File: config.mk
export PLATFORM = sky130hd
export DESIGN_NAME = npcs_cell
export DESIGN_NICKNAME = d
export VERILOG_FILES = /design/src/rtl/npcs_pkg.sv /design/src/rtl/npcs_cell.sv
export SDC_FILE = /design/constraint.sdc
export NUM_CORES = 1
export LEC_CHECK = 0
export ABC_AREA = 1
export ABC_CLOCK_PERIOD_IN_PS = 800
export BUFFER_PORTS_ARGS = -buffer_cell sky130_fd_sc_hd__buf_4
export CORE_ASPECT_RATIO = 1.2
export CORE_MARGIN = 2
export CORE_UTILIZATION = 37
export DETAILED_ROUTE_END_ITERATION = 10
export GPL_TIMING_DRIVEN = 0
export PLACE_DENSITY = 0.77
export SLEW_MARGIN = 20
export SYNTH_ARGS = -nofsm -noshare
export SYNTH_HDL_FRONTEND = slang
export SYNTH_SLANG_ARGS = --single-unit
File: constraint.sdc
create_clock -name clk -period 0.8 [get_ports clk]
set_clock_uncertainty 0.15 [all_clocks]
set_input_delay 0.16 -clock clk [delete_from_list [all_inputs] [get_ports clk]]
set_output_delay 0.16 -clock clk [all_outputs]
set_load 0.01 [all_outputs]
File: src/rtl/npcs_pkg.sv
package npcs_pkg;

	// palette geometry
	localparam int PALETTE_ENTRIES = 256;
	localparam int IDX_W           = $clog2(PALETTE_ENTRIES);
	localparam int CH_W            = 8;
	localparam int COLOR_W         = 3 * CH_W;
	localparam int SQ_W            = 2 * CH_W;
	localparam int DIST_W          = 18;
	localparam int PORT_IDX_W      = 8;
	localparam int PORT_ENTRIES    = 1 << PORT_IDX_W;

	// item function codes
	localparam logic FUNC_WRITE = 1'b0;
	localparam logic FUNC_QUERY = 1'b1;

	// control sequencer states
	typedef enum logic [1:0] {
		ST_IDLE,
		ST_SCAN,
		ST_DRAIN,
		ST_OUTPUT
	} npcs_state_t;

	// one scan step handed to the distance unit
	typedef struct packed {
		logic             valid;
		logic             first;
		logic             last;
		logic [IDX_W-1:0] index;
	} npcs_issue_t;

endpackage

File: src/rtl/npcs_cell.sv
module npcs_cell
	import npcs_pkg::*;
(
	input  logic               clk,
	input  logic               arst_n,
	input  logic               shift_en,
	input  logic [COLOR_W-1:0] shift_in,
	input  logic               wr_en,
	input  logic [COLOR_W-1:0] wr_data,
	output logic [COLOR_W-1:0] color
);

	logic [COLOR_W-1:0] color_q;

	// one palette entry: loaded by a write, passed along the ring during a scan
	always_ff @(posedge clk or negedge arst_n) begin
		if (!arst_n) begin
			color_q <= '0;
		end else if (wr_en) begin
			color_q <= wr_data;
		end else if (shift_en) begin
			color_q <= shift_in;
		end
	end

	assign color = color_q;

endmodule

Word level (Yosys, flattened, before mapping)
Cells that the tools add are included.
- register bits after elaboration: 24
- input bits: 52
- output and inout bits: 24
- mux-type cells: 2
- reductions and logical operators: 1
- operators with widths (kind ; count):
    $mux W24 ; 2
    $reduce_bool A2 Y1 ; 1

Depth between registers and ports, before layout
Gate-level depths: netlist of run 1.
- depth in word-level cells: 2
- depth in mapped cells: 5
- mapped depth without buffers: 3

Worst setup path before layout of run 1
OpenSTA, ideal clock, no wires.
- path kind: input to register
- from: input shift_en
- to: register color_q[13], in the netlist color[13]
- setup time: 0.124 ns
- data arrival time: 0.603 ns
- path slack: -0.077 ns
- stages: 4
- path buffers: 2
- path through: buf_4 buf_4 nand3_1 nand3_1
- cells in the longest elaborated chain, start to end: 1
- RTL lines (what ; line ; source):
    start, declared ; npcs_cell.sv:6 ; input logic shift_en,
    $reduce_bool A2 Y1 (no line) ; n/a ;
    end signal, assigned ; npcs_cell.sv:20 ; color_q <= wr_data;
    end signal, assigned ; npcs_cell.sv:22 ; color_q <= shift_in;
    end, declared ; npcs_cell.sv:13 ; logic [COLOR_W-1:0] color_q;
Every way passes these cells.
A chain may end at the register's enable or synchronous reset.

Worst setup path after layout of run 1
- from: register color_q[2], in the netlist color[2]
- to: output color[2]
- RTL lines (what ; line ; source):
    end, declared ; npcs_cell.sv:10 ; output logic [COLOR_W-1:0] color
No word-level cell between the ends.

==> results.sh, run 1 <==
export IMPL_outcome="complete, but fails checks"
export IMPL_violations="hold timing, setup timing"
export IMPL_cts_sinks=24
export IMPL_io_buffers=73
export IMPL_totalNegativeSetupSlack_ps=-9036
export IMPL_power_density_nw_per_um2=1469
export IMPL_dieWidth_um=54.53
export IMPL_yosys_area_top_type="dfrtp_1"
export IMPL_grtUsageMet1_pct=22.92
export IMPL_setup_viol=29
export IMPL_gr_usage_met3_pct=4.839
export IMPL_clock_path_buffers=2
export IMPL_crit_path_end_kind="output pin"
export IMPL_drive_gt1_share_pct=47.91
export IMPL_post_dp_cell_area_um2=1753
export IMPL_post_route_period_util_pct=146.8
export IMPL_grt_util_met2_pct=32.38
export IMPL_critical_path_arrival_ps=860
export IMPL_rows=22
export IMPL_die_y_um=64.64
export IMPL_grt_pass1_vias=1188
export IMPL_route_antenna_remaining_nets=0
export IMPL_drt_wl_total_mm=3.044
export IMPL_worstHoldPathType="in2reg"
export IMPL_grtUsageTotal_pct=19.12
export IMPL_vias=1217
export IMPL_holdBufCountCts=1
export IMPL_rsz0062_at_grt="yes"
export IMPL_ir_worst_vdd_uv=923.0
export IMPL_overflow=0
export IMPL_wl_per_cell_um=12.13
export IMPL_start_util_pct=37.78
export IMPL_ys_ff_latch=24
export IMPL_yosysUniqueCellTypes=8
export IMPL_async_reset_ff_share_pct=100.0
export IMPL_synthFlopType="dfrtp_1"
export IMPL_syn_area_um2=1134
export IMPL_grt_max_degree=25
export IMPL_clkTransAtPathRegs_ps=130
export IMPL_cp_max_fo=2
export IMPL_clkLatencyLatePin_ps=300
export IMPL_synth_edf_count=0
export IMPL_n_fill_cell=254
export IMPL_cp_num_buf_inv=1
export IMPL_drc=0
export IMPL_critPathRequiredTime_ps=490
export IMPL_ys_seq_area_share_pct=52.98
export IMPL_netlist_instances=132
export IMPL_startpoint_type="flip-flop"
export IMPL_largest_reg_flops=24
export IMPL_drtIter0Drc=26
export IMPL_max_freq_mhz=851.7
export IMPL_grt_pass1_wl_mm=5.078
export IMPL_path_class="reg2out"
export IMPL_cts_htree_levels=1
export IMPL_core_um2=3000
export IMPL_slew_headroom_pct=79.41
export IMPL_synthTopCellsByCount="nand2_1 (48), nand3_1 (48), dfrtp_1 (24)"
export IMPL_ios=76
export IMPL_via_per_inst=4.849
export IMPL_cts_buffers=3
export IMPL_cap_violations=0
export IMPL_crit_chain="buf_6"
export IMPL_hold_viol_final=24
export IMPL_die_area_um2=3525
export IMPL_crit_slowest_cell="dfrtp_1"
export IMPL_busiest_layer="met2"
export IMPL_syn2layout_area_growth_pct=74.83
export IMPL_syn_nets=184
export IMPL_finalWorstSetupSlack_ps=-374.2
export IMPL_finalNetCount=268
export IMPL_power_mw=2.911
export IMPL_layoutNonFillerInstCount=251
export IMPL_power_leakage_nw=1.038
export IMPL_synth_top_area_share_pct=52.98
export IMPL_cts_tree="yes"
export IMPL_diodes=0
export IMPL_worst_slew_pin_slew_ps=308.8
export IMPL_stdcell_area_um2=1982
export IMPL_root_buffer="clkbuf_4"
export IMPL_drv_slew=0
export IMPL_cpLargestDelayFamily="flip-flops"
export IMPL_synth_area_per_cell_um2=8.588
export IMPL_hpwl_mm=2.284
export IMPL_drt_pass1_iterations=4
export IMPL_period_minus_slack_ps=1174
export IMPL_place_inst=241
export IMPL_worst_path_largest_cell_delay_ps=430
export IMPL_antenna_found_initial=0
export IMPL_holdWs_ps=-93.77
export IMPL_synth_warnings=0
export IMPL_gp_congestion=0.7024
export IMPL_synth_area_leaders="dfrtp_1 (53%), nand3_1 (21%), nand2_1 (16%), buf_6 (5.0%), buf_4 (2.0%)"
## cell usage in the layout (no fill, tap or decap)
cell            n
nand2_4         1
buf_6          34
nand3_2         5
buf_12          1
buf_8           1
nand2_2         3
inv_4           1
dfrtp_1        24
clkbuf_4        3
clkbuf_8        1
nand3_1        43
buf_4          50
nand2_1        44
dlygate4sd3_1   1
nor2_8          1
buf_2           2
## stage by stage
stage          util (%)  setup WS (ps)
5_1_grt           66.05         -411.2
6_report          66.05         -374.2
3_5_place_dp      58.42         -157.5
2_1_floorplan         -         -49.23
4_1_cts           63.47         -383.9
3_3_place_gp      58.42         -129.1
## what timing repair did
item | 4_1_cts | 5_1_grt
endpoints found under the setup margin | 25 | 48
buffers inserted | 2 | 3
gates resized for setup | 24 | 14
pin swaps | 5 | 15
endpoints found under the hold margin | 48 | 24
## cells by family (layout without fill, tap and decap cells)
kind of cell,Yosys count,in the layout,synth area share [%]
buffers and inverters,11,94,8.167
flip-flops,24,24,52.98
AND/OR/NAND/NOR,97,97,38.85
## routing by layer
layer	share of wire, %	up-vias
li1	-	601
met1	40	549
met2	47	65
met3	12	2
met4	0.62	0
met5	0	-
## final timing paths
kind | startpoint | to | slack, ps | cells past startpoint
max in group asynchronous | arst_n | color[11]$_DFFE_PN0P_ | 150 | 2
max reg2reg | color[17]$_DFFE_PN0P_ | color[17]$_DFFE_PN0P_ | -100 | 3
min reg2reg | color[18]$_DFFE_PN0P_ | color[18]$_DFFE_PN0P_ | 360 | 2
max | color[2]$_DFFE_PN0P_ | color[2] | -370 | 1
min in group asynchronous | arst_n | color[13]$_DFFE_PN0P_ | 120 | 2
min | wr_data[22] | color[22]$_DFFE_PN0P_ | -90 | 3
## where the power goes
| part | switching [mW] | internal (mW) | total (mW) |
|---|---|---|---|
| Clock | 0.360 | 0.278 | 0.638 |
| Sequential | 0.0823 | 1.33 | 1.41 |
| Combinational | 0.332 | 0.532 | 0.864 |
| Total | 0.775 | 2.14 | 2.91 |
## layout make-up
| type | instances | area, um^2 | share of cell area, % |
|---|---|---|---|
| multi-input cells | 97 | 480.5 | 24.24 |
| well taps | 36 | 45.04 | 2.273 |
| plain buffers | 10 | 112.6 | 5.682 |
| flip-flops and latches | 24 | 600.6 | 30.30 |
| repair buffers | 79 | 700.7 | 35.35 |
| inverters | 1 | 6.256 | 0.3157 |
| clock buffers | 4 | 36.28 | 1.831 |
Power figures use the tool's default switching activity.
==> run 2: changes to the inputs <==
- ABC_AREA: 1 -> default
==> results.sh, run 2 <==
export IMPL_slew_headroom_pct=72.20
export IMPL_syn_area_um2=1127
export IMPL_synth_edf_count=0
export IMPL_layoutNonFillerInstCount=226
export IMPL_power_density_nw_per_um2=1601
export IMPL_via_per_inst=4.827
export IMPL_syn_nets=156
export IMPL_synth_area_leaders="dfrtp_1 (53%), mux2i_1 (21%), o21ai_1 (8.9%), nand2_1 (8.0%), buf_12 (3.6%)"
export IMPL_violations="hold timing, setup timing"
export IMPL_max_freq_mhz=848.0
export IMPL_drive_gt1_share_pct=48.44
export IMPL_critical_path_arrival_ps=870
export IMPL_setup_viol=48
export IMPL_cp_num_buf_inv=1
export IMPL_netlist_instances=104
export IMPL_hold_viol_final=24
export IMPL_min_from="wr_data[2]"
export IMPL_io_buffers=73
export IMPL_wl_per_cell_um=14.22
export IMPL_worst_path_largest_cell_delay_ps=430
export IMPL_drtIter0Drc=8
export IMPL_drt_pass1_iterations=4
export IMPL_start_util_pct=39.73
export IMPL_overflow=0
export IMPL_synth_area_per_cell_um2=10.84
export IMPL_syn2layout_area_growth_pct=75.36
export IMPL_ys_seq_area_share_pct=53.27
export IMPL_r2r_start="color[19]$_DFFE_PN0P_"
export IMPL_grt_max_degree=25
export IMPL_layout_common_cells="buf_4 (54), buf_6 (30)"
export IMPL_cts_sinks=24
export IMPL_synth_top_area_share_pct=53.27
export IMPL_cpLargestDelayFamily="flip-flops"
export IMPL_hpwl_mm=2.327
export IMPL_grt_pass1_wl_mm=5.078
export IMPL_clkTransAtPathRegs_ps=130
export IMPL_die_area_um2=3506
export IMPL_crit_path_end_kind="output pin"
export IMPL_antenna_found_initial=0
export IMPL_cap_violations=0
export IMPL_gp_congestion=0.7540
export IMPL_cts_buffers=3
export IMPL_die_y_um=64.47
export IMPL_cts_tree="yes"
export IMPL_dieWidth_um=54.39
export IMPL_finalNetCount=245
export IMPL_startpoint="color[9]$_DFFE_PN0P_"
export IMPL_holdBufCountCts=1
export IMPL_finalWorstSetupSlack_ps=-379.2
export IMPL_drt_wl_total_mm=3.213
export IMPL_crit_chain="buf_6"
export IMPL_synthAdderAreaFrac_pct=0
export IMPL_rows=21
export IMPL_path_class="reg2out"
export IMPL_place_inst=211
export IMPL_critPathRequiredTime_ps=490
export IMPL_fin_util_pct=69.66
export IMPL_totalNegativeSetupSlack_ps=-11820
export IMPL_yosys_area_top_type="dfrtp_1"
export IMPL_ir_worst_vdd_uv=1036
export IMPL_cp_max_fo=2
export IMPL_cts_htree_levels=1
export IMPL_ios=76
export IMPL_synthSimpleGateAreaFrac_pct=7.991
export IMPL_yosysUniqueCellTypes=10
export IMPL_worst_slew_pin_slew_ps=417.0
export IMPL_core_um2=2838
export IMPL_worstHoldPathType="in2reg"
export IMPL_synth_top_family_by_area="multiplexers"
export IMPL_rsz0062_at_grt="yes"
export IMPL_layout_commonest_cell="buf_4"
export IMPL_outcome="complete, but fails checks"
export IMPL_largest_reg_flops=24
export IMPL_period_minus_slack_ps=1179
export IMPL_synth_compound_area_share_pct=10.65
export IMPL_route_antenna_remaining_nets=0
export IMPL_synthFlopType="dfrtp_1"
export IMPL_clock_path_buffers=2
export IMPL_synthTopCellsByCount="dfrtp_1 (24), mux2i_1 (24), nand2_1 (24)"
export IMPL_drc=0
export IMPL_ys_ff_latch=24
export IMPL_startpoint_type="flip-flop"
export IMPL_power_leakage_nw=1.028
export IMPL_diodes=0
export IMPL_async_reset_ff_share_pct=100.0
export IMPL_synth_xor_area_share_pct=0
export IMPL_grtUsageTotal_pct=19.32
export IMPL_root_buffer="clkbuf_4"
export IMPL_vias=1091
export IMPL_post_route_period_util_pct=147.4
export IMPL_crit_slowest_cell="dfrtp_1"
export IMPL_drv_slew=0
export IMPL_clkLatencyLatePin_ps=300
export IMPL_holdWs_ps=-97.14
export IMPL_muxShareOfSynthArea_pct=21.31
export IMPL_synth_warnings=0
export IMPL_grt_pass1_vias=1174
==> run 2: cell types whose count changed in the layout (fill, tap and decap cells not counted), sizes merged, moves of 24 or more <==
cell,delta
nand3,-48
mux2i,+24
nand2,-24
o21ai,+24
==> run 2: worst paths after layout <==
path	to	slack, ps	cells after the start
worst min-delay path	color[2]$_DFFE_PN0P_	-100	3
worst max register to register	color[19]$_DFFE_PN0P_	-220	3
min in group asynchronous	color[23]$_DFFE_PN0P_	120	2
worst max-delay path	color[9]	-380	1
worst min register to register	color[2]$_DFFE_PN0P_	440	2
max in group asynchronous	color[10]$_DFFE_PN0P_	150	2
==> run 2: layout make-up <==
cell class / instances / area, um^2
fill: 221 / 860.8
timing repair buffer: 84 / 745.7
sequential: 24 / 600.6
multi-input combinational: 72 / 450.4
buffer: 8 / 85.08
tap: 34 / 42.54
clock inverter: 1 / 30.03
clock buffer: 3 / 22.52
==> run 2: power breakdown <==
part / leakage, nW / internal [mW] / total (mW) / switching [mW]
Clock: 0.0279 / 0.506 / 0.861 / 0.355
Combinational: 0.710 / 0.569 / 0.890 / 0.321
Sequential: 0.289 / 1.33 / 1.41 / 0.0888
Total: 1.03 / 2.40 / 3.16 / 0.765
==> run 2: tightest hold or removal path, cell delays in order <==
cell and delay (ps):
buf_4 80, nand2_1 40, o21ai_1 60
==> run 2: repair_timing <==
action | in CTS | in global routing
pin swaps | 0 | 1
endpoints found under the hold margin | 48 | 24
setup endpoints to repair | 48 | 48
gates cloned | 0 | 0
setup buffers | 9 | 2
resized for setup | 24 | 6
==> run 2: metal layers <==
metal / GRT usage (%) / wire [um] / up-vias
met2: 35.39 / 1814 / 44
met4: 6.250 / 0 / 0
met1: 22.69 / 1194 / 517
met5: 0 / 0 / -
li1: - / - / 530
met3: 1.613 / 204 / 0
==> run 2: cell families (layout without fill, tap and decap cells) <==
family,Yosys count,in the layout
and+or+nand+nor,24,24
buffers and inverters,8,96
DFF,24,24
muxes,24,24
AOI/OAI and AO/OA,24,24
==> run 2: through the flow <==
stage	power [mW]	worst slack (ps)	hold WS [ps]	instance area, um^2
floorplan	1.710	-101.6	-285.6	1136
global placement	2.128	-157.4	-81.03	1727
detailed placement	2.151	-195.4	-77.67	1727
CTS	3.165	-396.8	-104.6	1947
global route	3.322	-417.5	-104.4	1977
finish	3.165	-379.2	-97.14	1977
==> run 3: changes to the inputs <==
- PLACE_DENSITY: 0.77 -> 0.75
==> results.sh, run 3 (synthesis results as in run 2) <==
export IMPL_outcome="complete, but fails checks"
export IMPL_violations="hold timing, setup timing"
export IMPL_rr_worst_depth=3
export IMPL_stdcell_area_um2=1939
export IMPL_slew_headroom_pct=68.97
export IMPL_holdWs_ps=-104.1
export IMPL_critical_path_arrival_ps=870
export IMPL_rows=21
export IMPL_hold_viol_final=24
export IMPL_dieWidth_um=54.39
export IMPL_wl_per_cell_um=14.40
export IMPL_syn2layout_area_growth_pct=72.03
export IMPL_hpwl_mm=2.340
export IMPL_drv_slew=0
export IMPL_rsz0062_at_grt="yes"
export IMPL_min_from="wr_data[10]"
export IMPL_setup_viol=48
export IMPL_r2r_slack_ps=-240
export IMPL_ff_latch_area_um2=600.6
export IMPL_path_class="reg2out"
export IMPL_worst_slew_pin_slew_ps=465.5
export IMPL_clkLatencyLatePin_ps=300
export IMPL_ios=76
export IMPL_cap_violations=0
export IMPL_hold_end="color[10]$_DFFE_PN0P_"
export IMPL_ir_worst_vdd_uv=868.2
export IMPL_pre_cts_ws_ps=-210.9
export IMPL_antenna_found_initial=0
export IMPL_max_freq_mhz=845.7
export IMPL_n_fill_cell=213
export IMPL_grt_pass1_wl_mm=4.968
export IMPL_layoutNonFillerInstCount=223
export IMPL_totalNegativeSetupSlack_ps=-11620
export IMPL_finalWorstSetupSlack_ps=-382.5
export IMPL_place_inst=211
export IMPL_layout_commonest_cell="buf_4"
export IMPL_diodes=0
export IMPL_hold_path_cell_count=3
export IMPL_period_minus_slack_ps=1182
export IMPL_holdBufCountCts=1
export IMPL_cts_tree="yes"
export IMPL_multiInputGateArea_um2=450.4
export IMPL_startpoint_type="flip-flop"
export IMPL_post_route_period_util_pct=147.8
export IMPL_crit_slowest_cell="dfrtp_1"
export IMPL_drive_gt1_share_pct=47.62
export IMPL_die_area_um2=3506
export IMPL_overflow=0
export IMPL_critPathRequiredTime_ps=490
export IMPL_core_um2=2838
export IMPL_route_antenna_remaining_nets=0
export IMPL_cp_max_fo=2
export IMPL_drt_wl_total_mm=3.212
export IMPL_cp_num_buf_inv=1
export IMPL_cpLargestDelayFamily="flip-flops"
export IMPL_grt_pass1_vias=1093
export IMPL_worstHoldPathType="in2reg"
export IMPL_power_leakage_nw=1.008
export IMPL_layout_common_cells="buf_4 (55), buf_6 (26)"
export IMPL_gp_congestion=0.7606
export IMPL_cts_buffers=3
export IMPL_die_y_um=64.47
export IMPL_vias=1082
export IMPL_largest_reg_flops=24
export IMPL_via_per_inst=4.852
export IMPL_worst_path_largest_cell_delay_ps=430
export IMPL_root_buffer="clkbuf_4"
export IMPL_regToRegEndpoint="color[14]$_DFFE_PN0P_"
export IMPL_crit_path_end_kind="output pin"
export IMPL_drtIter0Drc=6
export IMPL_clock_path_buffers=2
export IMPL_cts_htree_levels=1
export IMPL_r2r_start="color[14]$_DFFE_PN0P_"
export IMPL_io_buffers=73
export IMPL_start_util_pct=39.73
export IMPL_cts_sinks=24
export IMPL_grtUsageTotal_pct=19.09
export IMPL_finalNetCount=242
export IMPL_grt_max_degree=25
export IMPL_crit_chain="buf_6"
export IMPL_clkTransAtPathRegs_ps=130
export IMPL_post_dp_cell_area_um2=1727
export IMPL_drt_pass1_iterations=4
export IMPL_power_density_nw_per_um2=1619
export IMPL_drc=0
run 3: power by group:
part | switching [mW] | internal, mW
Combinational | 0.320 | 0.542
Sequential | 0.0859 | 1.33
Clock | 0.360 | 0.506
Total | 0.766 | 2.37
run 3: through the flow:
| stage | utilization [%] | power (mW) |
|---|---|---|
| final | 68.34 | 3.139 |
| after global routing | 68.34 | 3.300 |
| after CTS | 67.55 | 3.146 |
| after detailed placement | 60.85 | 2.153 |
| after global placement | 60.85 | 2.129 |
| after floorplan | - | 1.710 |
run 3: area by class of cell:
class / instances / area share [%]
Clock inverter: 1 / 1.548
Multi-Input combinational cell: 72 / 23.23
Tap cell: 34 / 2.194
Clock buffer: 3 / 1.161
Timing Repair Buffer: 81 / 36.52
Sequential cell: 24 / 30.97
Buffer: 8 / 4.387
run 3: worst max-delay path by stage:
stage / start / endpoint / slack [ps] / cells after the start
after floorplan: shift_en / color[10]$_DFFE_PN0P_ / -100 / 4
after global placement: shift_en / color[12]$_DFFE_PN0P_ / -160 / 4
after detailed placement: shift_en / color[12]$_DFFE_PN0P_ / -210 / 4
after CTS: color[12]$_DFFE_PN0P_ / color[12] / -390 / 1
after global routing: color[14]$_DFFE_PN0P_ / color[14] / -420 / 1
final: color[12]$_DFFE_PN0P_ / color[12] / -380 / 1
run 3: layer usage:
layer	share of wire (%)	track usage, %	vias to the layer above
li1	-	-	526
met1	40	23.18	509
met2	53	34.04	45
met3	6.9	1.613	2
met4	0.68	6.563	0
met5	0	0	-
run 3: timing repair:
item | CTS | global route
gates resized for setup | 24 | 2
hold endpoints to repair | 48 | 24
cloned | 0 | 0
setup buffers | 5 | 3
endpoints found under the setup margin | 48 | 48
