===== src/rtl/npcs_pkg.sv =====
package npcs_pkg;

	// palette geometry
	localparam int PALETTE_ENTRIES = 256;
	localparam int IDX_W           = $clog2(PALETTE_ENTRIES);
	localparam int CH_W            = 8;
	localparam int COLOR_W         = 3 * CH_W;
	localparam int SQ_W            = 2 * CH_W;
	localparam int DIST_W          = 18;
	localparam int PORT_IDX_W      = 8;
	localparam int PORT_ENTRIES    = 1 << PORT_IDX_W;

	// item function codes
	localparam logic FUNC_WRITE = 1'b0;
	localparam logic FUNC_QUERY = 1'b1;

	// control sequencer states
	typedef enum logic [1:0] {
		ST_IDLE,
		ST_SCAN,
		ST_DRAIN,
		ST_OUTPUT
	} npcs_state_t;

	// one scan step handed to the distance unit
	typedef struct packed {
		logic             valid;
		logic             first;
		logic             last;
		logic [IDX_W-1:0] index;
	} npcs_issue_t;

endpackage


===== src/rtl/npcs_dist.sv =====
module npcs_dist
	import npcs_pkg::*;
(
	input  logic               clk,
	input  logic               arst_n,
	input  npcs_issue_t        issue,
	input  logic [COLOR_W-1:0] entry,
	input  logic [COLOR_W-1:0] query,
	output logic [IDX_W-1:0]   best_idx,
	output logic [DIST_W-1:0]  best_dist,
	output logic               done
);

	logic              valid_s1;
	logic              first_s1;
	logic              last_s1;
	logic [IDX_W-1:0]  index_s1;
	logic [SQ_W-1:0]   sq_r_s1;
	logic [SQ_W-1:0]   sq_g_s1;
	logic [SQ_W-1:0]   sq_b_s1;
	logic [CH_W-1:0]   d_r;
	logic [CH_W-1:0]   d_g;
	logic [CH_W-1:0]   d_b;
	logic [DIST_W-1:0] dist_sum;
	logic [IDX_W-1:0]  best_idx_q;
	logic [DIST_W-1:0] best_dist_q;
	logic              done_q;

	// absolute channel differences
	function automatic logic [CH_W-1:0] abs_diff(input logic [CH_W-1:0] a,
		input logic [CH_W-1:0] b);
		return (a >= b) ? (a - b) : (b - a);
	endfunction

	always_comb begin
		d_r = abs_diff(query[3*CH_W-1:2*CH_W], entry[3*CH_W-1:2*CH_W]);
		d_g = abs_diff(query[2*CH_W-1:CH_W], entry[2*CH_W-1:CH_W]);
		d_b = abs_diff(query[CH_W-1:0], entry[CH_W-1:0]);
	end

	// stage 1 control
	always_ff @(posedge clk or negedge arst_n) begin
		if (!arst_n) begin
			valid_s1 <= 1'b0;
		end else begin
			valid_s1 <= issue.valid;
		end
	end

	// stage 1 squares
	always_ff @(posedge clk) begin
		first_s1 <= issue.first;
		last_s1  <= issue.last;
		index_s1 <= issue.index;
		sq_r_s1  <= SQ_W'(d_r) * SQ_W'(d_r);
		sq_g_s1  <= SQ_W'(d_g) * SQ_W'(d_g);
		sq_b_s1  <= SQ_W'(d_b) * SQ_W'(d_b);
	end

	assign dist_sum = DIST_W'(sq_r_s1) + DIST_W'(sq_g_s1) + DIST_W'(sq_b_s1);

	// stage 2 running minimum, earliest index kept on ties
	always_ff @(posedge clk) begin
		if (valid_s1 && (first_s1 || (dist_sum < best_dist_q))) begin
			best_idx_q  <= index_s1;
			best_dist_q <= dist_sum;
		end
	end

	// end of scan pulse
	always_ff @(posedge clk or negedge arst_n) begin
		if (!arst_n) begin
			done_q <= 1'b0;
		end else begin
			done_q <= valid_s1 && last_s1;
		end
	end

	assign best_idx  = best_idx_q;
	assign best_dist = best_dist_q;
	assign done      = done_q;

endmodule


===== config.mk =====
export PLATFORM = sky130hd
export DESIGN_NAME = npcs_dist
export DESIGN_NICKNAME = d
export VERILOG_FILES = /design/src/rtl/npcs_pkg.sv /design/src/rtl/npcs_dist.sv
export SDC_FILE = /design/constraint.sdc
export NUM_CORES = 1
export LEC_CHECK = 0
export BUFFER_PORTS_ARGS = -buffer_cell sky130_fd_sc_hd__buf_4
export CORE_MARGIN = 10
export CORE_UTILIZATION = 63
export CTS_BUF_LIST = sky130_fd_sc_hd__clkbuf_4
export DETAILED_ROUTE_END_ITERATION = 7
export GPL_TIMING_DRIVEN = 0
export MAX_ROUTING_LAYER = met4
export PLACE_DENSITY = 0.83
export SYNTH_ARGS = -nofsm -noshare
export SYNTH_HDL_FRONTEND = slang
export SYNTH_SLANG_ARGS = --single-unit

===== constraint.sdc =====
create_clock -name clk -period 9.05 [get_ports clk]
set_clock_uncertainty 0.2 [all_clocks]
set_input_delay 1.3575 -clock clk [delete_from_list [all_inputs] [get_ports clk]]
set_output_delay 1.3575 -clock clk [all_outputs]
set_load 0.03 [all_outputs]

# Word-level counts from Yosys, hierarchy flattened

Cells that the tools add are included.

Flip-flop bits (word level): 86
Logic and storage cells: 31

$add $sub $neg: 8
Magnitude comparators: 4
$mul: 3
Multiplexer cells: 3
Reduce and logical (&&, ||, !) cells: 3

Operator list:

| kind                                         | number |
|---|---|
| 8-bit by 8-bit multiplier with 16-bit output | 3 |
| 8-bit subtractor                             | 6 |
| 8-bit >= comparator                          | 3 |
| 8-bit two-way mux                            | 3 |
| 17-bit by 16-bit adder with 18-bit output    | 1 |
| 18-bit less-than comparator                  | 1 |
| 16-bit by 16-bit adder with 17-bit output    | 1 |
| 1-bit logical AND                            | 2 |
| 1-bit logical OR                             | 1 |

# Depth between registers and ports, before layout

Gate-level depths: netlist of the first run.

Word-level depth: 5
Depth in mapped cells: 27
Mapped depth without buffers: 26

# Worst setup path after synthesis of the first run

OpenSTA, ideal clock, no wires.

Kind: input to register
Start point: input port query[16]
End point: register sq_r_s1[12]
Arrival: 6911 ps
Setup slack: 1833 ps
Stages on the path: 24
Setup time: 106 ps
Path buffers: 2
Cells stage by stage: inv_1 -> ha_1 -> inv_1 -> fa_1 -> nand3_1 -> a31oi_1 -> a221o_1 -> buf_6 -> mux2i_2 -> xnor2_2 -> buf_6 -> or2_1 -> fa_1 -> inv_1 -> fa_1 -> fa_1 -> inv_1 -> fa_1 -> inv_1 -> ha_1 -> or3_1 -> o211ai_1 -> or4b_2 -> o311ai_0

Cells in the longest elaborated chain, start to end: 3
Elaborated cells between the ends (all ways): 5
Those cells by class: add/sub (2); mul (1); order compare (1); mux (1)

Ends and longest elaborated chain:

| element                                                        | line            | RTL |
|---|---|---|
| start: declaration                                             | npcs_dist.sv:8  | `input logic [COLOR_W-1:0] query,` |
| 8-bit subtractor / 8-bit >= comparator (equally long branches) | npcs_dist.sv:32 | `return (a >= b) ? (a - b) : (b - a);` |
| 8-bit two-way mux (*)                                          | npcs_dist.sv:32 |  |
| 8-bit by 8-bit multiplier with 16-bit output (*)               | npcs_dist.sv:55 | `sq_r_s1 <= SQ_W'(d_r) * SQ_W'(d_r);` |
| end signal: assignment                                         | npcs_dist.sv:55 |  |
| end: declaration                                               | npcs_dist.sv:18 | `logic [SQ_W-1:0] sq_r_s1;` |

Mark *: on every way between the ends. The rest lies on a longest branch, timed or not.
A chain may end at the register's enable or synchronous reset.

# Final worst setup path of the first run

Start point: input port query[8]
End point: register sq_g_s1[14]

Cells in the longest elaborated chain, start to end: 3
Elaborated cells between the ends (all ways): 5
Those cells by class: add/sub (2); mul (1); order compare (1); mux (1)

Ends and longest elaborated chain:

| element                                                        | line            | RTL |
|---|---|---|
| 8-bit subtractor / 8-bit >= comparator (equally long branches) | npcs_dist.sv:32 |  |
| 8-bit two-way mux (*)                                          | npcs_dist.sv:32 |  |
| 8-bit by 8-bit multiplier with 16-bit output (*)               | npcs_dist.sv:56 | `sq_g_s1 <= SQ_W'(d_g) * SQ_W'(d_g);` |
| end signal: assignment                                         | npcs_dist.sv:56 |  |
| end: declaration                                               | npcs_dist.sv:19 | `logic [SQ_W-1:0] sq_g_s1;` |

Marked as above.

==> metrics, run 1 <==
crit-path cells buf_4 > inv_1 > ha_1 > inv_1 > fa_1 > a21o_1 > a211oi_2 > o221a_2 > mux2i_1 > xor2_1 > or2_2 > fa_1 > inv_1 > fa_1 > fa_1 > inv_1 > fa_1 > inv_1 > ha_1 > a2111oi_0 > or2_2 > o21ai_0 > xor2_1; first-pass detailed-route iteration total 5; DIE WIDTH 148 um; r2r worst-path depth 16; Die ar. 22000 um2; FP Rows 46; CTS H-tree lvls 3; TritonCTS clock tree yes; Initial Util 0.649; post-CTS sizing 0; CP required 9.17 ns; Routed Antenna Nets 0; worst slew pin tran 0.940 ns; vias in the first global route 7708; Fmax achieved 134 MHz; cts bufs inserted 9; latest clock arrival within the worst-skew pair 0.42 ns; setup tns final 0 ns; Mapped Cells 1117; synth warn 0; Yosys cell types 73; startpoint types input port; GR Layer Usage met3 0.0328; setup violators final 0; Synth Area in Compound Gates 0.125; met1 Track Usage GR 0.235; CTS clk-pin slew, worst paths 0.12 ns; Slew HR 0.355; Area growth, synth to finish 10.7%; DP Wirelength 16900 um; Period minus WS final 7.47 ns; initial antenna violation count 0; Synth Area in XOR/XNOR 0.0714; layer with the highest usage met2; Syn Area/Cell 9.30 um2; DIE HEIGHT 148 um; slowest stage cell, crit path xor2_1; via count 7656; hold depth 0; largest net degree at the start of global routing 15; Post-Synth Adder-Cell Area 0.387; Avg WL per Cell 13.6 um; io pins 88; Min-Delay Path Class flip-flop to flip-flop; filler instances 1213; Post-Syn Area 10400 um2; period utilization 0.825; first-pass GRT wire length 34300 um; Final Max Slew Viols 0; CP Capture Type flip-flop; hold_buf cts 0; synthesized flop and latch total 83; nets 1541; gpl congestion 0.877; Iter 0 DRT Violations 304; Remaining Overflow, GRT 0; Fin. Hold Viols 0; async set-reset flop share out of synthesis 0.0241; max incr delay on CP 0.67 ns; CP Data Arrival Time 7.59 ns; Vias/cell 5.32; core area 16000 um2; mux cell area share after synthesis 0.0201; CP Max Fanout 9; All-Layer GR Usage 0.188; Clock Tree Buf Depth 2; max-cap violations 0; number of clock sinks 83; CP Class input port to flip-flop; GR Util met2 0.317; # diodes 0; PortBufs 87; commonest non-fill, non-tap cell in the layout inv_1; main combinational cell family by area after synthesis adder cells; Simple-Gate Fraction of Synth Area 0.115; postcts setup bufs 0; Reg2Reg Setup Slack 4.28 ns; DRC viols 0; share of post-route cells with drive strength above 1 0.137; Seq/Total Area, Yosys 0.186; status finished, final reports clean; RSZ-0062 raised after global routing no; clock root cell clkbuf_4; commonest non-fill, non-tap cells in the layout inv_1 (236), ha_1 (166), fa_1 (97), nor2_1 (96), buf_4 (88); Post-synth top flop dfxtp_1; Routed WL 19600 um; number of flops mapped to enable cells by yosys 26
[final cells by class]
| cell class | count | area (um2) | share of cell area |
|---|---|---|---|
| Multi-Input combinational cell | 784 | 7480 | 0.650 |
| Inverter | 239 | 897 | 0.0780 |
| Clock inverter | 4 | 76.3 | 0.00664 |
| Buffer | 12 | 91.3 | 0.00794 |
| Sequential cell | 83 | 1930 | 0.168 |
| Timing Repair Buffer | 88 | 668 | 0.0581 |
| Clock buffer | 12 | 90.1 | 0.00783 |
| Tap cell | 216 | 270 | 0.0235 |
[worst max-delay path, delay by kind of cell]
family | cells | cell delay, ns
and+or+nand+nor | 2 | 0.48
buffers and inverters | 6 | 0.44
xor gates and xnor gates | 2 | 0.83
muxes | 1 | 0.24
adders and majority gates | 7 | 2.70
AOI/OAI and AO/OA | 5 | 1.53
[per-stage QoR]
| step | std cells | instance area [um2] | setup slack [ns] | hold WS (ns) | utilization |
|---|---|---|---|---|---|
| 6_report | 1438 | 11500 | 1.58 | 0.221 | 0.719 |
| 3_3_place_gp | 1421 | 11300 | 1.26 | 0.186 | 0.707 |
| 3_5_place_dp | 1422 | 11300 | 1.13 | 0.195 | 0.708 |
| 2_1_floorplan | 1118 | 10400 | 1.83 | 0.186 | - |
| 4_1_cts | 1438 | 11500 | 1.58 | 0.223 | 0.719 |
| 5_1_grt | 1438 | 11500 | 1.14 | 0.227 | 0.719 |
[registers in the layout, indices dropped and copies added (netlist names)]
| name | flops |
|---|---|
| first_s1 | 1 |
| valid_s1 | 1 |
| sq_b_s1 | 15 |
| last_s1 | 1 |
| done | 1 |
| index_s1 | 8 |
| best_idx | 8 |
| sq_g_s1 | 15 |
| sq_r_s1 | 15 |
| best_dist | 18 |
[cells in the mapped netlist (all sizes together), types with 12 or more instances]
cell,n,share of area
a21o,28,0.020
a21oi,63,0.030
dfxtp,55,0.11
edfxtp,26,0.075
fa,97,0.19
ha,166,0.20
inv,239,0.086
mux2i,18,0.020
nand2,31,0.011
nor2,104,0.041
nor2b,12,0.0072
nor3,16,0.0082
o21ai,28,0.013
or2,17,0.010
xnor2,57,0.052
xor2,17,0.019
[metal layers]
metal	wire, um	vias up
met3	960	12
met2	9510	169
met5	0	-
met4	129	0
li1	-	3857
met1	9020	3618
[cell families after synthesis]
family,after synthesis
muxes,18
xor gates and xnor gates,74
adders and majority gates,263
buffers and inverters,251
other,2
and+or+nand+nor,236
AOI/OAI and AO/OA,190
DFF,83
[worst paths after layout]
check / to / from
worst max-delay path: sq_g_s1[14]$_DFF_P_ / query[8]
max in group asynchronous: valid_s1$_DFF_PN0_ / arst_n
worst max register to register: best_dist[8]$_DFFE_PP_ / sq_g_s1[3]$_DFF_P_
worst min-delay path: best_idx[0]$_DFFE_PP_ / index_s1[0]$_DFF_P_
min in group asynchronous: done$_DFF_PN0_ / arst_n
worst min register to register: best_idx[0]$_DFFE_PP_ / index_s1[0]$_DFF_P_
Power of run 1 is left out: the tool's default activity adds up to more than one toggle a clock period on the data nets, which glitch-free logic cannot reach.
==> inputs of run 2 (changes only) <==
--- a/config.mk
+++ b/config.mk
@@ -7,12 +7,12 @@
 export LEC_CHECK = 0
 export BUFFER_PORTS_ARGS = -buffer_cell sky130_fd_sc_hd__buf_4
 export CORE_MARGIN = 10
-export CORE_UTILIZATION = 63
+export CORE_UTILIZATION = 57
 export CTS_BUF_LIST = sky130_fd_sc_hd__clkbuf_4
 export DETAILED_ROUTE_END_ITERATION = 7
 export GPL_TIMING_DRIVEN = 0
 export MAX_ROUTING_LAYER = met4
-export PLACE_DENSITY = 0.83
+export PLACE_DENSITY = 0.8
 export SYNTH_ARGS = -nofsm -noshare
 export SYNTH_HDL_FRONTEND = slang
 export SYNTH_SLANG_ARGS = --single-unit
==> constraint.sdc (replaced) <==
create_clock -name clk -period 6.1 [get_ports clk]
set_clock_uncertainty 0.2 [all_clocks]
set_input_delay 0.915 -clock clk [delete_from_list [all_inputs] [get_ports clk]]
set_output_delay 0.915 -clock clk [all_outputs]
set_load 0.03 [all_outputs]
==> run 2 against run 1 <==
Effect of this change: the run now ends with setup timing left; routed wire length is 21% higher; register-to-register slack worse by 2.9 ns; final cell count is 6.7% higher; critical path depth is 1 higher; sequential share of layout area is 2.2 points lower; largest cell class unchanged.
==> metrics, run 2 (same netlist as run 1, synthesis figures left out) <==
status finished, violations left (was finished, final reports clean); failing checks setup timing; Avg WL per Cell 15.5 um (was 13.6 um); Final Max Slew Viols 0 (unchanged); share of post-route cells with drive strength above 1 0.293 (was 0.137); DIE HEIGHT 155 um (was 148 um); number of clock sinks 83 (unchanged); RSZ-0062 raised after global routing yes (was no); gpl congestion 0.859 (was 0.877); Routed Antenna Nets 0 (unchanged); Worst R2R End best_dist[6]$_DFFE_PP_ (was best_dist[8]$_DFFE_PP_); hold depth 0 (unchanged); via count 8301 (was 7656); number of flip-flops in the largest register 18 (unchanged); CP Max Fanout 6 (was 9); CP Data Arrival Time 6.61 ns (was 7.59 ns); Hold Path End best_idx[5]$_DFFE_PP_ (was best_idx[0]$_DFFE_PP_); initial antenna violation count 0 (unchanged); first-pass GRT wire length 38700 um (was 34300 um); CP required 6.24 ns (was 9.17 ns); core area 18000 um2 (was 16000 um2); first-pass detailed-route iteration total 6 (was 5); nets 1623 (was 1541); Fmax achieved 154 MHz; final core occ 0.738 (was 0.719); clock root cell clkbuf_4 (unchanged); commonest non-fill, non-tap cell in the layout inv_1 (unchanged); CTS clk-pin slew, worst paths 0.14 ns (was 0.12 ns); Remaining Overflow, GRT 0 (unchanged); Die ar. 24000 um2 (was 22000 um2); All-Layer GR Usage 0.194 (was 0.188); commonest non-fill, non-tap cells in the layout inv_1 (206), buf_4 (157), ha_1 (141), nor2_1 (91), fa_1 (88) (was inv_1 (236), ha_1 (166), fa_1 (97), nor2_1 (96), buf_4 (88)); worst slew pin tran 0.626 ns (was 0.940 ns); cts bufs inserted 9 (unchanged); PortBufs 87 (unchanged); DIE WIDTH 155 um (was 148 um); crit path buf inv count 7 (was 6); Area growth, synth to finish 27.5% (was 10.7%); Clock Tree Buf Depth 2 (unchanged); r2r worst-path depth 15 (was 16); period utilization 1.06; DP Cell Count 1435 (was 1422); CTS H-tree lvls 3 (unchanged); Reg-to-Reg Start sq_r_s1[9]$_DFF_P_ (was sq_g_s1[3]$_DFF_P_); Finished Layout Cells 1534 (was 1438); Fin. Hold Viols 0 (unchanged); CP Class input port to flip-flop (unchanged); max incr delay on CP 0.52 ns (was 0.67 ns); max-cap violations 0 (unchanged); TritonCTS clock tree yes (unchanged); final hold slack 0.220 ns (was 0.221 ns); FP Rows 49 (was 46); crit-path cells buf_4 > inv_2 > ha_4 > inv_1 > fa_1 > a21o_1 > a21oi_1 > o21ai_1 > mux2i_4 > xor2_4 > or2_1 > fa_1 > inv_2 > fa_1 > fa_1 > inv_1 > fa_1 > inv_2 > ha_4 > or3_4 > o211ai_1 > buf_4 > or4b_4 > o311ai_4 (was buf_4 > inv_1 > ha_1 > inv_1 > fa_1 > a21o_1 > a211oi_2 > o221a_2 > mux2i_1 > xor2_1 > or2_2 > fa_1 > inv_1 > fa_1 > fa_1 > inv_1 > fa_1 > inv_1 > ha_1 > a2111oi_0 > or2_2 > o21ai_0 > xor2_1); setup tns final -1.66 ns (was 0 ns); Hold Startpoint index_s1[5]$_DFF_P_ (was index_s1[0]$_DFF_P_); DP Wirelength 17500 um (was 16900 um); setup violators final 11 (was 0); DRC viols 0 (unchanged); latest clock arrival within the worst-skew pair 0.43 ns (was 0.42 ns); CP Capture Type flip-flop (unchanged); filler instances 1193 (was 1213); Routed WL 23700 um (was 19600 um); io pins 88 (unchanged); startpoint types input port (unchanged); Vias/cell 5.41 (was 5.32); slowest stage cell, crit path fa_1 (was xor2_1); largest net degree at the start of global routing 17 (was 15); Period minus WS final 6.47 ns; worst setup margin -0.373 ns (was 1.58 ns); vias in the first global route 8605 (was 7708); most used cell, CP fa_1; Initial Util 0.578 (was 0.649); Iter 0 DRT Violations 283 (was 304); Slew HR 0.582 (was 0.355); Top Family by Delay on Critical Path adder cells (unchanged); Min-Delay Path Class flip-flop to flip-flop (unchanged); Reg2Reg Setup Slack 1.38 ns (was 4.28 ns)
## run 2: how the worst max path moves through the flow
stage	cells past startpoint	endpoint	slack, ns	start
global placement	23	sq_r_s1[12]$_DFF_P_	-1.03	query[16]
detailed placement	23	sq_r_s1[12]$_DFF_P_	-1.04	query[16]
CTS	25	sq_r_s1[12]$_DFF_P_	-0.26	query[16]
finish	24	sq_r_s1[12]$_DFF_P_	-0.37	entry[16]
global route	28	sq_r_s1[12]$_DFF_P_	-0.52	query[16]
floorplan	24	sq_r_s1[12]$_DFF_P_	-0.36	query[16]
## run 2: worst reg2reg max path, stage by stage (launching register included)
cell      delay [ns]
dfxtp_1         0.37
fa_1            0.48
ha_1            0.20
or3_1           0.40
a2111o_1        0.43
a41oi_1         0.37
o221ai_1        0.16
a21oi_1         0.20
xnor2_1         0.18
ha_1            0.29
a21oi_1         0.13
o22ai_1         0.09
nor2_1          0.09
o21ai_0         0.09
nor2_2          0.50
buf_8           0.25
## run 2: area by class of cell
class,instances,area (um2),area share
Antenna cell,1,2.50,0.000189
Timing Repair Buffer,171,1370,0.104
Clock buffer,9,67.6,0.00510
Multi-Input combinational cell,784,8430,0.636
Tap cell,229,287,0.0216
Clock inverter,7,128,0.00963
Sequential cell,83,1930,0.146
Buffer,11,95.1,0.00718
Inverter,239,935,0.0705
## run 2: per-layer routing
metal	routed length (um)	global-route usage
met1	10100	0.228
met2	12000	0.343
met3	904	0.0256
met4	650	0.0522
met5	0	-
## run 2: repair_timing
item / in CTS / in global routing
pin swaps: 78 / 60
setup endpoints to repair: 18 / 19
hold buffers: 0 / 1
buffers inserted: 49 / 33
hold endpoints to repair: 0 / 2
gates resized for setup: 75 / 58
## run 2: stage by stage
stage / setup WS (ns) / instance area, um2
5_1_grt: -0.517 / 13200
4_1_cts: -0.265 / 12800
3_5_place_dp: -1.04 / 11700
2_1_floorplan: -0.361 / 10800
6_report: -0.373 / 13300
3_3_place_gp: -1.03 / 11700
Power of run 2 is left out for the same reason.
==> inputs of run 3 (changes only) <==
--- a/config.mk
+++ b/config.mk
@@ -7,12 +7,12 @@
 export LEC_CHECK = 0
 export BUFFER_PORTS_ARGS = -buffer_cell sky130_fd_sc_hd__buf_4
 export CORE_MARGIN = 10
-export CORE_UTILIZATION = 57
-export CTS_BUF_LIST = sky130_fd_sc_hd__clkbuf_4
+export CORE_UTILIZATION = 56
 export DETAILED_ROUTE_END_ITERATION = 7
 export GPL_TIMING_DRIVEN = 0
 export MAX_ROUTING_LAYER = met4
-export PLACE_DENSITY = 0.8
+export PLACE_DENSITY = 0.78
+export SKIP_CTS_REPAIR_TIMING = 1
 export SYNTH_ARGS = -nofsm -noshare
 export SYNTH_HDL_FRONTEND = slang
 export SYNTH_SLANG_ARGS = --single-unit
==> run 3 against run 2 <==
Effect of this change: the flow still finishes with violations (setup timing); core utilization up 2.1 points; largest cell class unchanged; fmax fell by 3.3%; highest routed layer unchanged; worst setup slack worse by 0.22 ns; global-route usage down 1.7 points; critical endpoint unchanged.
==> metrics, run 3 (same netlist as run 1, synthesis figures left out) <==
status finished, violations left (unchanged); max incr delay on CP 0.59 ns (was 0.52 ns); Worst R2R End best_dist[7]$_DFFE_PP_ (was best_dist[6]$_DFFE_PP_); Min-Delay Path Class input port to async pin (was flip-flop to flip-flop); worst slew pin tran 0.771 ns (was 0.626 ns); DIE HEIGHT 156 um (was 155 um); nets 1630 (was 1623); Placement Setup Slack -1.07 ns (was -1.04 ns); clock root cell clkbuf_16 (was clkbuf_4); Seq. cell area 1930 um2 (unchanged); number of clock sinks 83 (unchanged); largest net degree at the start of global routing 16 (was 17); CP required 6.13 ns (was 6.24 ns); gpl congestion 0.872 (was 0.859); Avg WL per Cell 16.2 um (was 15.5 um); CTS clk-pin slew, worst paths 0.06 ns (was 0.14 ns); CP Class input port to flip-flop (unchanged); CP Max Fanout 7 (was 6); share of post-route cells with drive strength above 1 0.321 (was 0.293); Routed WL 24900 um (was 23700 um); commonest non-fill, non-tap cell in the layout inv_1 (unchanged); startpoint types input port (unchanged); Routed Antenna Nets 0 (unchanged); All-Layer GR Usage 0.177 (was 0.194); initial antenna violation count 0 (unchanged); RSZ-0062 raised after global routing yes (unchanged); DRC viols 0 (unchanged); Remaining Overflow, GRT 0 (unchanged); Fmax achieved 149 MHz (was 154 MHz); Initial Util 0.575 (was 0.578); Area growth, synth to finish 32.1% (was 27.5%); Iter 0 DRT Violations 378 (was 283); Die ar. 24400 um2 (was 24000 um2); setup violators final 18 (was 11); r2r worst-path depth 15 (unchanged); core area 18100 um2 (was 18000 um2); DP Wirelength 17400 um (was 17500 um); CP Capture Type flip-flop (unchanged); worst setup margin -0.595 ns (was -0.373 ns); failing checks setup timing (unchanged); slowest stage cell, crit path fa_2 (was fa_1); first-pass detailed-route iteration total 5 (was 6); first-pass GRT wire length 35800 um (was 38700 um); Clock Tree Buf Depth 2 (unchanged); via count 8357 (was 8301); Reg-to-Reg Start sq_r_s1[9]$_DFF_P_ (unchanged); FP Rows 49 (unchanged); # diodes 0 (was 1); PortBufs 87 (unchanged); Final Max Slew Viols 0 (unchanged); vias in the first global route 8117 (was 8605); Fin. Hold Viols 0 (unchanged); filler instances 1109 (was 1193); number of flip-flops in the largest register 18 (unchanged); CP Data Arrival Time 6.73 ns (was 6.61 ns); period utilization 1.10 (was 1.06); io pins 88 (unchanged); Slew HR 0.485 (was 0.582); Multi-input gate area 8700 um2 (was 8430 um2); commonest non-fill, non-tap cells in the layout inv_1 (197), buf_4 (155), ha_1 (136), fa_1 (84), nor2_1 (82) (was inv_1 (206), buf_4 (157), ha_1 (141), nor2_1 (91), fa_1 (88)); Reg2Reg Setup Slack 1.29 ns (was 1.38 ns); TritonCTS clock tree yes (unchanged); Vias/cell 5.43 (was 5.41); CTS H-tree lvls 3 (unchanged); Period minus WS final 6.69 ns (was 6.47 ns); latest clock arrival within the worst-skew pair 0.33 ns (was 0.43 ns); max-cap violations 0 (unchanged); cts bufs inserted 9 (unchanged); DIE WIDTH 156 um (was 155 um)
-- run 3: changes by cell type in the layout (fill, tap and decap cells not counted), sizes merged, moves of 2 or more --
cell / before / now
clkinv: 0 / 2
inv: 243 / 241
bufinv: 3 / 1
buf: 179 / 185
-- run 3: metrics by stage --
| step | TNS, ns | cell area (um2) | utilization | hold slack, ns | cells |
|---|---|---|---|---|---|
| floorplan | -1.11 | 10800 | - | 0.186 | 1118 |
| global placement | -13.31 | 11700 | 0.648 | 0.186 | 1434 |
| detailed placement | -15.61 | 11700 | 0.649 | 0.193 | 1435 |
| CTS | -7.92 | 12100 | 0.666 | 0.145 | 1451 |
| global route | -8.13 | 13700 | 0.759 | 0.146 | 1540 |
| finish | -4.53 | 13700 | 0.759 | 0.152 | 1540 |
-- run 3: worst max-delay path by stage --
stage	from	endpoint	depth (start not counted)
CTS	query[16]	sq_r_s1[12]$_DFF_P_	23
global route	query[8]	sq_g_s1[13]$_DFF_P_	27
global placement	query[16]	sq_r_s1[12]$_DFF_P_	23
finish	query[16]	sq_r_s1[12]$_DFF_P_	25
detailed placement	query[16]	sq_r_s1[12]$_DFF_P_	23
floorplan	query[16]	sq_r_s1[12]$_DFF_P_	24
-- run 3: worst max-delay path, delay by kind of cell --
kind / cells / cell delay [ns]
multiplexers: 1 / 0.22
XOR/XNOR: 1 / 0.31
buffers and inverters: 8 / 0.61
adder cells (fa/ha/maj): 7 / 2.75
AO/OA/AOI/OAI: 4 / 0.77
AND/OR/NAND/NOR: 4 / 1.15
-- run 3: routing by layer --
layer | vias to the layer above | global-route usage | wire length, um
li1 | 4026 | - | -
met5 | - | - | 0
met2 | 198 | 0.306 | 12800
met3 | 58 | 0.0247 | 997
met4 | 0 | 0.0422 | 728
met1 | 4075 | 0.216 | 10400
-- run 3: final cells by class --
| class | count | share of cell area |
|---|---|---|
| Multi-Input combinational cell | 786 | 0.634 |
| Tap cell | 229 | 0.0209 |
| Buffer | 12 | 0.00793 |
| Clock inverter | 6 | 0.00502 |
| Timing Repair Buffer | 175 | 0.105 |
| Inverter | 239 | 0.0683 |
| Sequential cell | 83 | 0.141 |
| Clock buffer | 10 | 0.0182 |
Power of run 3 is left out for the same reason.
